[config.mk]
export PLATFORM = sky130hd
export DESIGN_NAME = afge_queue
export DESIGN_NICKNAME = d
export VERILOG_FILES = /design/src/rtl/audio_fade_gain_envelope_defines.svh /design/src/rtl/afge_pkg.sv /design/src/rtl/afge_queue.sv
export SDC_FILE = /design/constraint.sdc
export NUM_CORES = 1
export LEC_CHECK = 0
export ABC_AREA = 0
export BUFFER_PORTS_ARGS = -buffer_cell sky130_fd_sc_hd__buf_4
export CAP_MARGIN = 20
export CORE_ASPECT_RATIO = 2
export CORE_MARGIN = 3
export CORE_UTILIZATION = 52
export DETAILED_ROUTE_END_ITERATION = 8
export PLACE_DENSITY = 0.82
export SKIP_CTS_REPAIR_TIMING = 1
export SLEW_MARGIN = 15
export SYNTH_ARGS = -nofsm -noshare
export SYNTH_HDL_FRONTEND = slang
export SYNTH_SLANG_ARGS = --single-unit
[constraint.sdc]
create_clock -name clk_i -period 4.4 [get_ports clk_i]
set_input_delay 0.22 -clock clk_i [delete_from_list [all_inputs] [get_ports clk_i]]
set_output_delay 0.22 -clock clk_i [all_outputs]
set_load 0.02 [all_outputs]
[src/rtl/audio_fade_gain_envelope_defines.svh]
// ----------------------------------------------------------------------------
// audio fade gain envelope assertion macros
// shared property wrappers, clocked on clk_i and quiet during reset
// ----------------------------------------------------------------------------
`ifndef AUDIO_FADE_GAIN_ENVELOPE_DEFINES_SVH
`define AUDIO_FADE_GAIN_ENVELOPE_DEFINES_SVH

// same-cycle implication
`define AFGE_ASSERT_IMP(lbl, ante, cons, msg) \
  lbl: assert property (@(posedge clk_i) disable iff (!rst_ni) (ante) |-> (cons)) \
    else $error(msg);

// next-cycle implication
`define AFGE_ASSERT_NXT(lbl, ante, cons, msg) \
  lbl: assert property (@(posedge clk_i) disable iff (!rst_ni) (ante) |=> (cons)) \
    else $error(msg);

`endif

[src/rtl/afge_pkg.sv]
// ----------------------------------------------------------------------------
// afge_pkg
// widths, register map, queue item and configuration types of the fade block
// ----------------------------------------------------------------------------
`timescale 1ns / 1ps

package afge_pkg;

  localparam int unsigned SAMPLE_W   = 16;
  localparam int unsigned POS_W      = 32;
  localparam int unsigned GAIN_W     = 16;
  localparam int unsigned CHAN_CFG_W = 7;
  localparam int unsigned RAMP_W     = 17;
  localparam int unsigned UD_W       = 2 * RAMP_W;
  localparam int unsigned MG_W       = SAMPLE_W + GAIN_W;
  localparam int unsigned PART_W     = MG_W + RAMP_W;
  localparam int unsigned PROD_W     = 64;
  localparam int unsigned RES_SHIFT  = 44;
  localparam int unsigned RES_W      = PROD_W - RES_SHIFT;

  localparam logic [RAMP_W-1:0] RAMP_ONE  = RAMP_W'(65536);
  localparam logic [PROD_W-1:0] ROUND_ADD = PROD_W'(1) << (RES_SHIFT - 1);

  localparam int unsigned MAX_CHANNELS_DEF = 64;
  localparam int unsigned QUEUE_DEPTH      = 2;

  localparam int unsigned APB_AW = 5;
  localparam int unsigned APB_DW = 32;

  localparam logic [GAIN_W-1:0]     GAIN_RST  = GAIN_W'(4096);
  localparam logic [POS_W-1:0]      CLIP_RST  = POS_W'(1);
  localparam logic [CHAN_CFG_W-1:0] CHANS_RST = CHAN_CFG_W'(2);

  typedef enum logic [2:0] {
    REG_GAIN     = 3'd0,
    REG_FADE_IN  = 3'd1,
    REG_FADE_OUT = 3'd2,
    REG_CLIP     = 3'd3,
    REG_CHANS    = 3'd4
  } reg_idx_e;

  typedef struct packed {
    logic [GAIN_W-1:0]     gain;
    logic [POS_W-1:0]      fade_in;
    logic [POS_W-1:0]      fade_out;
    logic [POS_W-1:0]      clip;
    logic [CHAN_CFG_W-1:0] chan_count;
  } cfg_t;

  typedef struct packed {
    logic [SAMPLE_W-1:0] sample;
    logic [POS_W-1:0]    pos;
    logic                outside;
  } queue_item_t;

  typedef struct packed {
    logic full;
    logic empty;
  } queue_status_t;

endpackage

[src/rtl/afge_queue.sv]
// ----------------------------------------------------------------------------
// afge_queue
// short fifo between the front and the back end
// ----------------------------------------------------------------------------
`timescale 1ns / 1ps

module afge_queue (
  input  logic                    clk_i,
  input  logic                    rst_ni,
  input  logic                    push_i,
  input  afge_pkg::queue_item_t   push_item_i,
  input  logic                    pop_i,
  output afge_pkg::queue_item_t   pop_item_o,
  output afge_pkg::queue_status_t status_o
);
  import afge_pkg::*;

  localparam int unsigned PTR_W = (QUEUE_DEPTH > 1) ? $clog2(QUEUE_DEPTH) : 1;
  localparam int unsigned CNT_W = $clog2(QUEUE_DEPTH + 1);
  localparam logic [PTR_W-1:0] LastPtr = PTR_W'(QUEUE_DEPTH - 1);
  localparam logic [CNT_W-1:0] Depth   = CNT_W'(QUEUE_DEPTH);

  queue_item_t      mem_q [QUEUE_DEPTH];
  logic [PTR_W-1:0] wptr_q, rptr_q;
  logic [CNT_W-1:0] cnt_q;
  logic             do_push, do_pop;

  assign status_o.full  = (cnt_q == Depth);
  assign status_o.empty = (cnt_q == '0);
  assign do_push        = push_i && !status_o.full;
  assign do_pop         = pop_i && !status_o.empty;
  assign pop_item_o     = mem_q[rptr_q];

  always_ff @(posedge clk_i) begin
    if (do_push) begin
      mem_q[wptr_q] <= push_item_i;
    end
  end

  always_ff @(posedge clk_i or negedge rst_ni) begin
    if (!rst_ni) begin
      wptr_q <= '0;
      rptr_q <= '0;
      cnt_q  <= '0;
    end else begin
      if (do_push) begin
        wptr_q <= (wptr_q == LastPtr) ? '0 : wptr_q + PTR_W'(1);
      end
      if (do_pop) begin
        rptr_q <= (rptr_q == LastPtr) ? '0 : rptr_q + PTR_W'(1);
      end
      if (do_push && !do_pop) begin
        cnt_q <= cnt_q + CNT_W'(1);
      end else if (do_pop && !do_push) begin
        cnt_q <= cnt_q - CNT_W'(1);
      end
    end
  end

endmodule

==> run_summary.xml, run 1 <==
<?xml version="1.0" encoding="UTF-8"?>
<metrics>
  <group name="drt">
    <metric name="wirelength" unit="mm">6.46</metric>
    <metric name="routed_length_per_placed_instance" unit="µm">17.0</metric>
    <metric name="detail_route.vias_per_cell" unit="">4.94</metric>
    <metric name="vias" unit="">1876</metric>
    <metric name="initialDrtViolationCount" unit="">41</metric>
    <metric name="drt_first_pass_iters" unit="">4</metric>
    <metric name="drc_errors" unit="">0</metric>
    <metric name="ant_nets" unit="">0</metric>
  </group>
  <group name="setup_path">
    <metric name="crit_path_end" unit="">pop_item_o[19]</metric>
    <metric name="r2r_setup_slack" unit="ns">2.39</metric>
    <metric name="worstSetupStartpointType" unit="">flop</metric>
    <metric name="cell_breakdown_of_the_critical_path" unit="">mux2_4 -&gt; buf_4</metric>
    <metric name="critical-path-slowest-cell" unit="">sky130_fd_sc_hd__dfrtp_4</metric>
    <metric name="crit_reg_reg_endpoint" unit="">mem_q[0][35]</metric>
    <metric name="r2r_cells" unit="">4</metric>
    <metric name="r2r-start" unit="">cnt_q[0]</metric>
    <metric name="worst_path_dominant_cell_family" unit="">flip-flops</metric>
    <metric name="cp_data_arrival_time" unit="ns">1.92</metric>
    <metric name="worst-path-buf-inv" unit="">1</metric>
    <metric name="crit_path_max_fanout" unit="">50</metric>
    <metric name="timing.critical_path.slowest_cell_delay" unit="ns">1.04</metric>
    <metric name="worst-endpoint-required" unit="ns">4.18</metric>
    <metric name="path_class" unit="">flop to primary output</metric>
    <metric name="cp.depth" unit="">2</metric>
    <metric name="setup.worst_path.end_class" unit="">primary output</metric>
    <metric name="worst_setup_path_startpoint" unit="">rptr_q</metric>
  </group>
  <group name="clock_tree">
    <metric name="cts.htree.levels" unit="">3</metric>
    <metric name="cts.sink_count" unit="">102</metric>
    <metric name="clk_pin_slew_worst_paths" unit="ns">0.06</metric>
    <metric name="cts_tree" unit="">yes</metric>
    <metric name="cts.root.buffer_cell" unit="">sky130_fd_sc_hd__clkbuf_16</metric>
    <metric name="cts-buffers-inserted" unit="">9</metric>
    <metric name="worstSkewPairLatency" unit="ns">0.33</metric>
    <metric name="clk_path_buf_depth" unit="">2</metric>
  </group>
  <group name="synthesis">
    <metric name="seq_area_frac_synth" unit="%">76.3</metric>
    <metric name="number_of_standard_cells_after_synthesis" unit="">172</metric>
    <metric name="avgSynthCellArea" unit="µm²">23.2</metric>
    <metric name="synthTopCellsByArea" unit="">sky130_fd_sc_hd__edfxtp_1, sky130_fd_sc_hd__mux2_4, sky130_fd_sc_hd__buf_12, sky130_fd_sc_hd__dfrtp_1, sky130_fd_sc_hd__xnor2_1</metric>
    <metric name="synth.largest_area_cell" unit="">sky130_fd_sc_hd__edfxtp_1</metric>
    <metric name="synth.ff_latch_count" unit="">102</metric>
    <metric name="synth_adder_area_share" unit="%">0.314</metric>
    <metric name="synth_compound_area_share" unit="%">0.126</metric>
    <metric name="synth.yosys.warnings" unit="">0</metric>
    <metric name="post_synth_and_or_nand_nor_area_fraction" unit="%">0.691</metric>
    <metric name="netlist_area" unit="µm²">3990</metric>
    <metric name="synth_nets" unit="">226</metric>
    <metric name="synth.lib_cells_used.distinct" unit="">14</metric>
    <metric name="share_of_cell_area_taken_by_muxes_after_synthesis" unit="%">18.5</metric>
    <metric name="synthesized_area_fraction_occupied_by_xor_and_xnor_cells" unit="%">1.10</metric>
    <metric name="dominant_combinational_cell_family_by_area_after_synthesis" unit="">multiplexers</metric>
    <metric name="synth.top_cell.area_share" unit="%">73.8</metric>
  </group>
  <group name="place">
    <metric name="dp.cells" unit="">362</metric>
    <metric name="post_dp_cell_area" unit="µm²">4780</metric>
    <metric name="io_buffers" unit="">103</metric>
    <metric name="place_hpwl" unit="mm">4.56</metric>
    <metric name="routabilityCongestion" unit="">0.687</metric>
  </group>
  <group name="floorplanning">
    <metric name="die_height" unit="µm">130</metric>
    <metric name="row_count" unit="">44</metric>
    <metric name="die_width" unit="µm">67.9</metric>
    <metric name="dieArea" unit="µm²">8820</metric>
    <metric name="initial_utilization" unit="%">54.0</metric>
    <metric name="placeableCoreArea" unit="µm²">7380</metric>
    <metric name="io_pins" unit="">104</metric>
  </group>
  <group name="worst_hold_path">
    <metric name="hold_path_startpoint" unit="">push_item_i[24]</metric>
    <metric name="hold_depth" unit="">1</metric>
    <metric name="min_path_type" unit="">input port to flop</metric>
  </group>
  <group name="global_routing">
    <metric name="wire_length_of_the_first_global_routing_pass" unit="mm">9.43</metric>
    <metric name="globalRoute.busiestLayer" unit="">met2</metric>
    <metric name="grtUsageMet1" unit="%">15.0</metric>
    <metric name="gr-usage-all-layers" unit="%">15.5</metric>
    <metric name="number_of_antenna_violations_at_the_first_check_in_global_routing" unit="">0</metric>
    <metric name="grt_pass1_vias" unit="">1940</metric>
    <metric name="grt_use_met2" unit="%">27.9</metric>
    <metric name="globalRouteOverflowTotal" unit="">0</metric>
    <metric name="grt_max_degree" unit="">51</metric>
    <metric name="use_met3" unit="%">5.77</metric>
  </group>
  <group name="sta">
    <metric name="rsz0062_at_grt" unit="">no</metric>
    <metric name="clock.fmax" unit="MHz">467</metric>
    <metric name="final.min_clock_period" unit="ns">2.14</metric>
    <metric name="timing_worst_slew_pin_value" unit="ns">0.928</metric>
    <metric name="finClkSkew" unit="ns">0.00554</metric>
    <metric name="timing_max_transition_violations_final" unit="">0</metric>
    <metric name="report.final.hold_viol_count" unit="">0</metric>
    <metric name="slew_headroom" unit="%">38.1</metric>
    <metric name="final-setup-viol-count" unit="">0</metric>
    <metric name="fin_tns_setup" unit="ns">0</metric>
    <metric name="final_worst_path_period_share" unit="%">48.7</metric>
  </group>
  <group name="outcome">
    <metric name="outcome" unit="">complete, no violations</metric>
  </group>
  <group name="layout">
    <metric name="design.final.nets" unit="">337</metric>
    <metric name="antennaDiodeCount" unit="">0</metric>
    <metric name="post-route-cell-area" unit="µm²">5090</metric>
    <metric name="syn2layout_area_growth" unit="%">27.6</metric>
    <metric name="drive_gt1_share" unit="%">58.7</metric>
    <metric name="final_cell_count_no_fill" unit="">380</metric>
  </group>
  <group name="flow_run">
    <metric name="cap_viol_max_count" unit="">0</metric>
  </group>
  <group name="pwr">
    <metric name="power_density" unit="nW/µm²">685</metric>
    <metric name="power_leakage" unit="nW">2.06</metric>
    <metric name="power.total" unit="W">0.00349</metric>
    <metric name="irDropWorstVdd" unit="µV">561</metric>
  </group>
</metrics>
-- registers in the layout (all words and copies together) (netlist names) --
signal and flops:
rptr_q 1, mem_q 98, wptr_q 1, cnt_q 2
-- routing by layer --
layer / vias up / part of all wire (%)
met2: 60 / 59
met3: 10 / 6.5
met5: - / 0
met4: 0 / 2.3
met1: 914 / 32
li1: 892 / -
-- cell usage in the layout (no fill, tap or decap) --
cell,netlist,routed
sky130_fd_sc_hd__buf_4,0,104
sky130_fd_sc_hd__edfxtp_1,98,98
sky130_fd_sc_hd__o21ai_1,1,1
sky130_fd_sc_hd__and3_2,0,1
sky130_fd_sc_hd__clkinv_2,0,1
sky130_fd_sc_hd__buf_12,5,1
sky130_fd_sc_hd__inv_1,2,2
sky130_fd_sc_hd__xor2_1,2,2
sky130_fd_sc_hd__mux2_4,49,49
sky130_fd_sc_hd__xnor2_1,3,3
sky130_fd_sc_hd__clkinv_1,0,1
sky130_fd_sc_hd__dlygate4sd3_1,0,1
sky130_fd_sc_hd__dfrtp_4,0,1
sky130_fd_sc_hd__nor2_1,3,2
sky130_fd_sc_hd__nand2_1,1,1
sky130_fd_sc_hd__clkbuf_8,0,2
sky130_fd_sc_hd__ha_1,1,1
sky130_fd_sc_hd__nand2b_1,1,1
sky130_fd_sc_hd__dfrtp_1,4,3
sky130_fd_sc_hd__clkbuf_1,0,3
sky130_fd_sc_hd__nor2_4,0,1
sky130_fd_sc_hd__clkbuf_16,0,9
-- Yosys cell counts --
master,number
sky130_fd_sc_hd__edfxtp_1,98
sky130_fd_sc_hd__buf_12,5
sky130_fd_sc_hd__nor2_1,3
sky130_fd_sc_hd__xor2_1,2
sky130_fd_sc_hd__inv_1,2
sky130_fd_sc_hd__and3_1,1
sky130_fd_sc_hd__mux2_4,49
sky130_fd_sc_hd__dfrtp_1,4
sky130_fd_sc_hd__ha_1,1
sky130_fd_sc_hd__buf_6,1
sky130_fd_sc_hd__nand2_1,1
sky130_fd_sc_hd__xnor2_1,3
sky130_fd_sc_hd__o21ai_1,1
sky130_fd_sc_hd__nand2b_1,1
-- metrics by stage --
stage	util (%)	hold WS (ns)	worst slack, ns
final	68.9	0.0702	2.26
after global routing	68.9	0.0511	2.19
after CTS	68.5	-0.343	2.23
after detailed placement	64.8	0.0187	2.34
after global placement	64.8	0.0194	2.41
after floorplan	-	-0.0756	1.24
-- worst min path at each step --
stage | to | slack [ns]
after floorplan | cnt_q[0] | -0.08
after global placement | wptr_q | 0.02
after detailed placement | wptr_q | 0.02
after CTS | wptr_q | -0.34
after global routing | mem_q[0][11] | 0.05
final | mem_q[1][24] | 0.07
-- final cells by class --
class                           count  area [µm²]
Timing Repair Buffer              106         811
Clock inverter                      2        8.76
Multi-Input combinational cell     62         833
Clock buffer                       14         264
Inverter                            2        7.51
Sequential cell                   102        3050
Fill cell                         521        2290
Tap cell                           92         115
-- cell families after synthesis --
kind of cell	count (synthesis)
mux	49
buf+inv	8
xor+xnor	5
fa+ha+maj	1
flops	102
compound gates	1
simple gates	6
-- where the power goes --
group	internal, W	leakage (nW)	switching [W]
Sequential	0.00133	0.956	0.000189
Combinational	0.000681	0.972	0.000576
Clock	0.000412	0.134	0.000295
Power figures use the tool's default switching activity.
==> run 2: changes to the inputs <==
--- a/config.mk
+++ b/config.mk
@@ -5,7 +5,7 @@
 export SDC_FILE = /design/constraint.sdc
 export NUM_CORES = 1
 export LEC_CHECK = 0
-export ABC_AREA = 0
+export ABC_AREA = 1
 export BUFFER_PORTS_ARGS = -buffer_cell sky130_fd_sc_hd__buf_4
 export CAP_MARGIN = 20
 export CORE_ASPECT_RATIO = 2
==> constraint.sdc (replaced) <==
create_clock -name clk_i -period 2 [get_ports clk_i]
set_input_delay 0.1 -clock clk_i [delete_from_list [all_inputs] [get_ports clk_i]]
set_output_delay 0.1 -clock clk_i [all_outputs]
set_load 0.02 [all_outputs]
==> run_summary.xml, run 2 <==
<?xml version="1.0" encoding="UTF-8"?>
<metrics>
  <group name="outcome">
    <metric name="outcome" unit="">complete, no violations</metric>
  </group>
  <group name="synthesis">
    <metric name="synthesized_area_fraction_occupied_by_xor_and_xnor_cells" unit="%">0.229</metric>
    <metric name="synth.lib_cells_used.distinct" unit="">18</metric>
    <metric name="netlist_area" unit="µm²">3820</metric>
    <metric name="synth_edf_count" unit="">98</metric>
    <metric name="post_synth_and_or_nand_nor_area_fraction" unit="%">16.9</metric>
    <metric name="synth.top_cell.area_share" unit="%">77.0</metric>
    <metric name="seq_area_frac_synth" unit="%">79.6</metric>
    <metric name="synth_nets" unit="">342</metric>
    <metric name="synth_compound_area_share" unit="%">0.262</metric>
    <metric name="synth_most_common_cell" unit="">sky130_fd_sc_hd__nand2_1</metric>
    <metric name="synth_adder_area_share" unit="%">0.327</metric>
    <metric name="dominant_combinational_cell_family_by_area_after_synthesis" unit="">simple AND/OR/NAND/NOR gates</metric>
    <metric name="synthTopCellsByArea" unit="">sky130_fd_sc_hd__edfxtp_1, sky130_fd_sc_hd__nand2_1, sky130_fd_sc_hd__dfrtp_1, sky130_fd_sc_hd__buf_4, sky130_fd_sc_hd__inv_1</metric>
    <metric name="postSynth.topFlopCell" unit="">sky130_fd_sc_hd__edfxtp_1</metric>
    <metric name="synth.largest_area_cell" unit="">sky130_fd_sc_hd__edfxtp_1</metric>
    <metric name="avgSynthCellArea" unit="µm²">13.3</metric>
    <metric name="synth.yosys.warnings" unit="">0</metric>
    <metric name="number_of_standard_cells_after_synthesis" unit="">288</metric>
    <metric name="synth.top_cells.by_count" unit="">sky130_fd_sc_hd__nand2_1, sky130_fd_sc_hd__edfxtp_1, sky130_fd_sc_hd__inv_1, sky130_fd_sc_hd__buf_2, sky130_fd_sc_hd__buf_4</metric>
    <metric name="ys_async_sr_fraction" unit="%">3.92</metric>
    <metric name="synth.ff_latch_count" unit="">102</metric>
    <metric name="share_of_cell_area_taken_by_muxes_after_synthesis" unit="%">0</metric>
  </group>
  <group name="clock_tree">
    <metric name="clk_pin_slew_worst_paths" unit="ns">0.06</metric>
    <metric name="clk_path_buf_depth" unit="">2</metric>
    <metric name="cts.root.buffer_cell" unit="">sky130_fd_sc_hd__clkbuf_16</metric>
    <metric name="cts_tree" unit="">yes</metric>
    <metric name="worstSkewPairLatency" unit="ns">0.33</metric>
    <metric name="cts.sink_count" unit="">102</metric>
    <metric name="cts.htree.levels" unit="">3</metric>
    <metric name="cts-buffers-inserted" unit="">9</metric>
  </group>
  <group name="setup_path">
    <metric name="path_class" unit="">flop to primary output</metric>
    <metric name="worst-endpoint-required" unit="ns">1.90</metric>
    <metric name="cp_data_arrival_time" unit="ns">1.58</metric>
    <metric name="setup.worst_path.end_class" unit="">primary output</metric>
    <metric name="crit_path_max_fanout" unit="">50</metric>
    <metric name="critical-path-slowest-cell" unit="">sky130_fd_sc_hd__buf_4</metric>
    <metric name="worst-path-buf-inv" unit="">2</metric>
    <metric name="worstSetupStartpointType" unit="">flop</metric>
    <metric name="worst_path_dominant_cell_family" unit="">buffers and inverters</metric>
    <metric name="timing.critical_path.slowest_cell_delay" unit="ns">0.46</metric>
    <metric name="cell_breakdown_of_the_critical_path" unit="">buf_4 -&gt; nand2_1 -&gt; nand2_1 -&gt; buf_4</metric>
  </group>
  <group name="sta">
    <metric name="slew_headroom" unit="%">64.2</metric>
    <metric name="timing_worst_slew_pin_value" unit="ns">0.537</metric>
    <metric name="final-setup-viol-count" unit="">0</metric>
    <metric name="report.final.hold_viol_count" unit="">0</metric>
    <metric name="rsz0062_at_grt" unit="">no</metric>
    <metric name="final.min_clock_period" unit="ns">1.68</metric>
    <metric name="clock.fmax" unit="MHz">595</metric>
    <metric name="fin_tns_setup" unit="ns">0</metric>
    <metric name="timing_max_transition_violations_final" unit="">0</metric>
    <metric name="final_worst_path_period_share" unit="%">84.1</metric>
    <metric name="finClkSkew" unit="ns">0.00464</metric>
  </group>
  <group name="global_routing">
    <metric name="grt_pass1_vias" unit="">2439</metric>
    <metric name="wire_length_of_the_first_global_routing_pass" unit="mm">11.5</metric>
    <metric name="use_met3" unit="%">4.66</metric>
    <metric name="gr-usage-all-layers" unit="%">19.0</metric>
    <metric name="number_of_antenna_violations_at_the_first_check_in_global_routing" unit="">0</metric>
    <metric name="grt_max_degree" unit="">51</metric>
    <metric name="globalRoute.busiestLayer" unit="">met2</metric>
    <metric name="grt_use_met2" unit="%">33.9</metric>
    <metric name="grtUsageMet1" unit="%">19.8</metric>
    <metric name="globalRouteOverflowTotal" unit="">0</metric>
  </group>
  <group name="layout">
    <metric name="antennaDiodeCount" unit="">0</metric>
    <metric name="final_util" unit="%">78.2</metric>
    <metric name="syn2layout_area_growth" unit="%">44.2</metric>
    <metric name="reg.largest.list" unit="">mem_q (98), cnt_q (2)</metric>
    <metric name="drive_gt1_share" unit="%">28.5</metric>
    <metric name="design.final.nets" unit="">501</metric>
    <metric name="commonest_non_fill_non_tap_cells_in_the_layout" unit="">sky130_fd_sc_hd__nand2_1, sky130_fd_sc_hd__buf_4, sky130_fd_sc_hd__edfxtp_1</metric>
    <metric name="largest_register_ffs" unit="">98</metric>
    <metric name="regMostFlops" unit="">mem_q</metric>
    <metric name="final_cell_count_no_fill" unit="">542</metric>
    <metric name="layout.cells.most_common" unit="">sky130_fd_sc_hd__nand2_1</metric>
    <metric name="post-route-cell-area" unit="µm²">5510</metric>
  </group>
  <group name="place">
    <metric name="post_dp_cell_area" unit="µm²">4700</metric>
    <metric name="io_buffers" unit="">103</metric>
    <metric name="dp.cells" unit="">476</metric>
    <metric name="place_hpwl" unit="mm">5.13</metric>
    <metric name="routabilityCongestion" unit="">0.799</metric>
  </group>
  <group name="floorplanning">
    <metric name="placeableCoreArea" unit="µm²">7050</metric>
    <metric name="initial_utilization" unit="%">54.2</metric>
    <metric name="io_pins" unit="">104</metric>
    <metric name="die_width" unit="µm">66.6</metric>
    <metric name="row_count" unit="">43</metric>
    <metric name="die_height" unit="µm">127</metric>
    <metric name="dieArea" unit="µm²">8480</metric>
  </group>
  <group name="drt">
    <metric name="initialDrtViolationCount" unit="">134</metric>
    <metric name="ant_nets" unit="">0</metric>
    <metric name="vias" unit="">2656</metric>
    <metric name="drt_first_pass_iters" unit="">4</metric>
    <metric name="drc_errors" unit="">0</metric>
    <metric name="routed_length_per_placed_instance" unit="µm">15.8</metric>
    <metric name="wirelength" unit="mm">8.56</metric>
    <metric name="detail_route.vias_per_cell" unit="">4.90</metric>
  </group>
  <group name="flow_run">
    <metric name="cap_viol_max_count" unit="">0</metric>
  </group>
  <group name="worst_hold_path">
    <metric name="min_path_type" unit="">input port to flop</metric>
  </group>
  <group name="pwr">
    <metric name="power_leakage" unit="nW">2.38</metric>
    <metric name="irDropWorstVdd" unit="µV">1210</metric>
    <metric name="power_density" unit="nW/µm²">1460</metric>
  </group>
</metrics>
==> run 2: cell count changes in the layout (fill, tap and decap cells not counted), moves of 4 or more <==
cell,previous run,this run
sky130_fd_sc_hd__inv_1,2,6
sky130_fd_sc_hd__mux2_4,49,0
sky130_fd_sc_hd__dlygate4sd3_1,1,50
sky130_fd_sc_hd__nand2_1,1,155
sky130_fd_sc_hd__buf_4,104,108
==> run 2: cells by family (layout without fill, tap and decap cells) <==
| family | count (synthesis) | in the layout |
|---|---|---|
| flops | 102 | 102 |
| compound gates | 2 | 2 |
| simple gates | 163 | 163 |
| xor+xnor | 1 | 1 |
| fa+ha+maj | 1 | 1 |
| buf+inv | 19 | 183 |
==> run 2: metrics by stage <==
| stage | setup slack [ns] | power, W | hold WS [ns] |
|---|---|---|---|
| floorplan | 0.0442 | 0.00492 | -0.196 |
| global placement | 0.502 | 0.00610 | -0.102 |
| CTS | 0.321 | 0.00795 | -0.457 |
| detailed placement | 0.424 | 0.00619 | -0.0996 |
| global route | 0.211 | 0.00840 | 0.0377 |
| finish | 0.318 | 0.00802 | 0.0418 |
==> run 2: metal layers <==
metal	share of wire [%]	wire length, µm	vias up
li1	-	-	1277
met1	35	2970	1279
met3	4.4	376	13
met4	2.2	185	0
met5	0	0	-
met2	59	5030	87
==> run 2: worst register-to-register path: cells and delay by family (launching register included) <==
kind | cells | cell delay [ns]
buffers and inverters | 3 | 0.57
flip-flops | 1 | 0.41
AND/OR/NAND/NOR | 3 | 0.28
==> run 2: power by group <==
part	total (W)	switching [W]	internal (W)
Clock	0.00177	0.000685	0.00108
Combinational	0.00319	0.00202	0.00117
Sequential	0.00306	0.000145	0.00292
==> run 2: layout make-up <==
class                      count  area, µm²
multi-input combinational    167        683
tap                           90        113
sequential                   102       3040
inverter                       8       33.8
clock buffer                  10        229
clock inverter                 6       76.3
timing repair buffer         159       1330
fill                         418       1540
==> run 2: final timing paths <==
kind	startpoint	to	slack, ns	cells past startpoint
hold / removal	pop_i	rptr_q	0.04	3
max in group asynchronous	rst_ni	rptr_q	1.79	2
hold reg to reg	wptr_q	wptr_q	0.48	2
setup reg to reg	cnt_q[1]	mem_q[0][19]	0.38	6
setup / recovery	rptr_q	pop_item_o[23]	0.32	4
min in group asynchronous	rst_ni	wptr_q	0.10	2
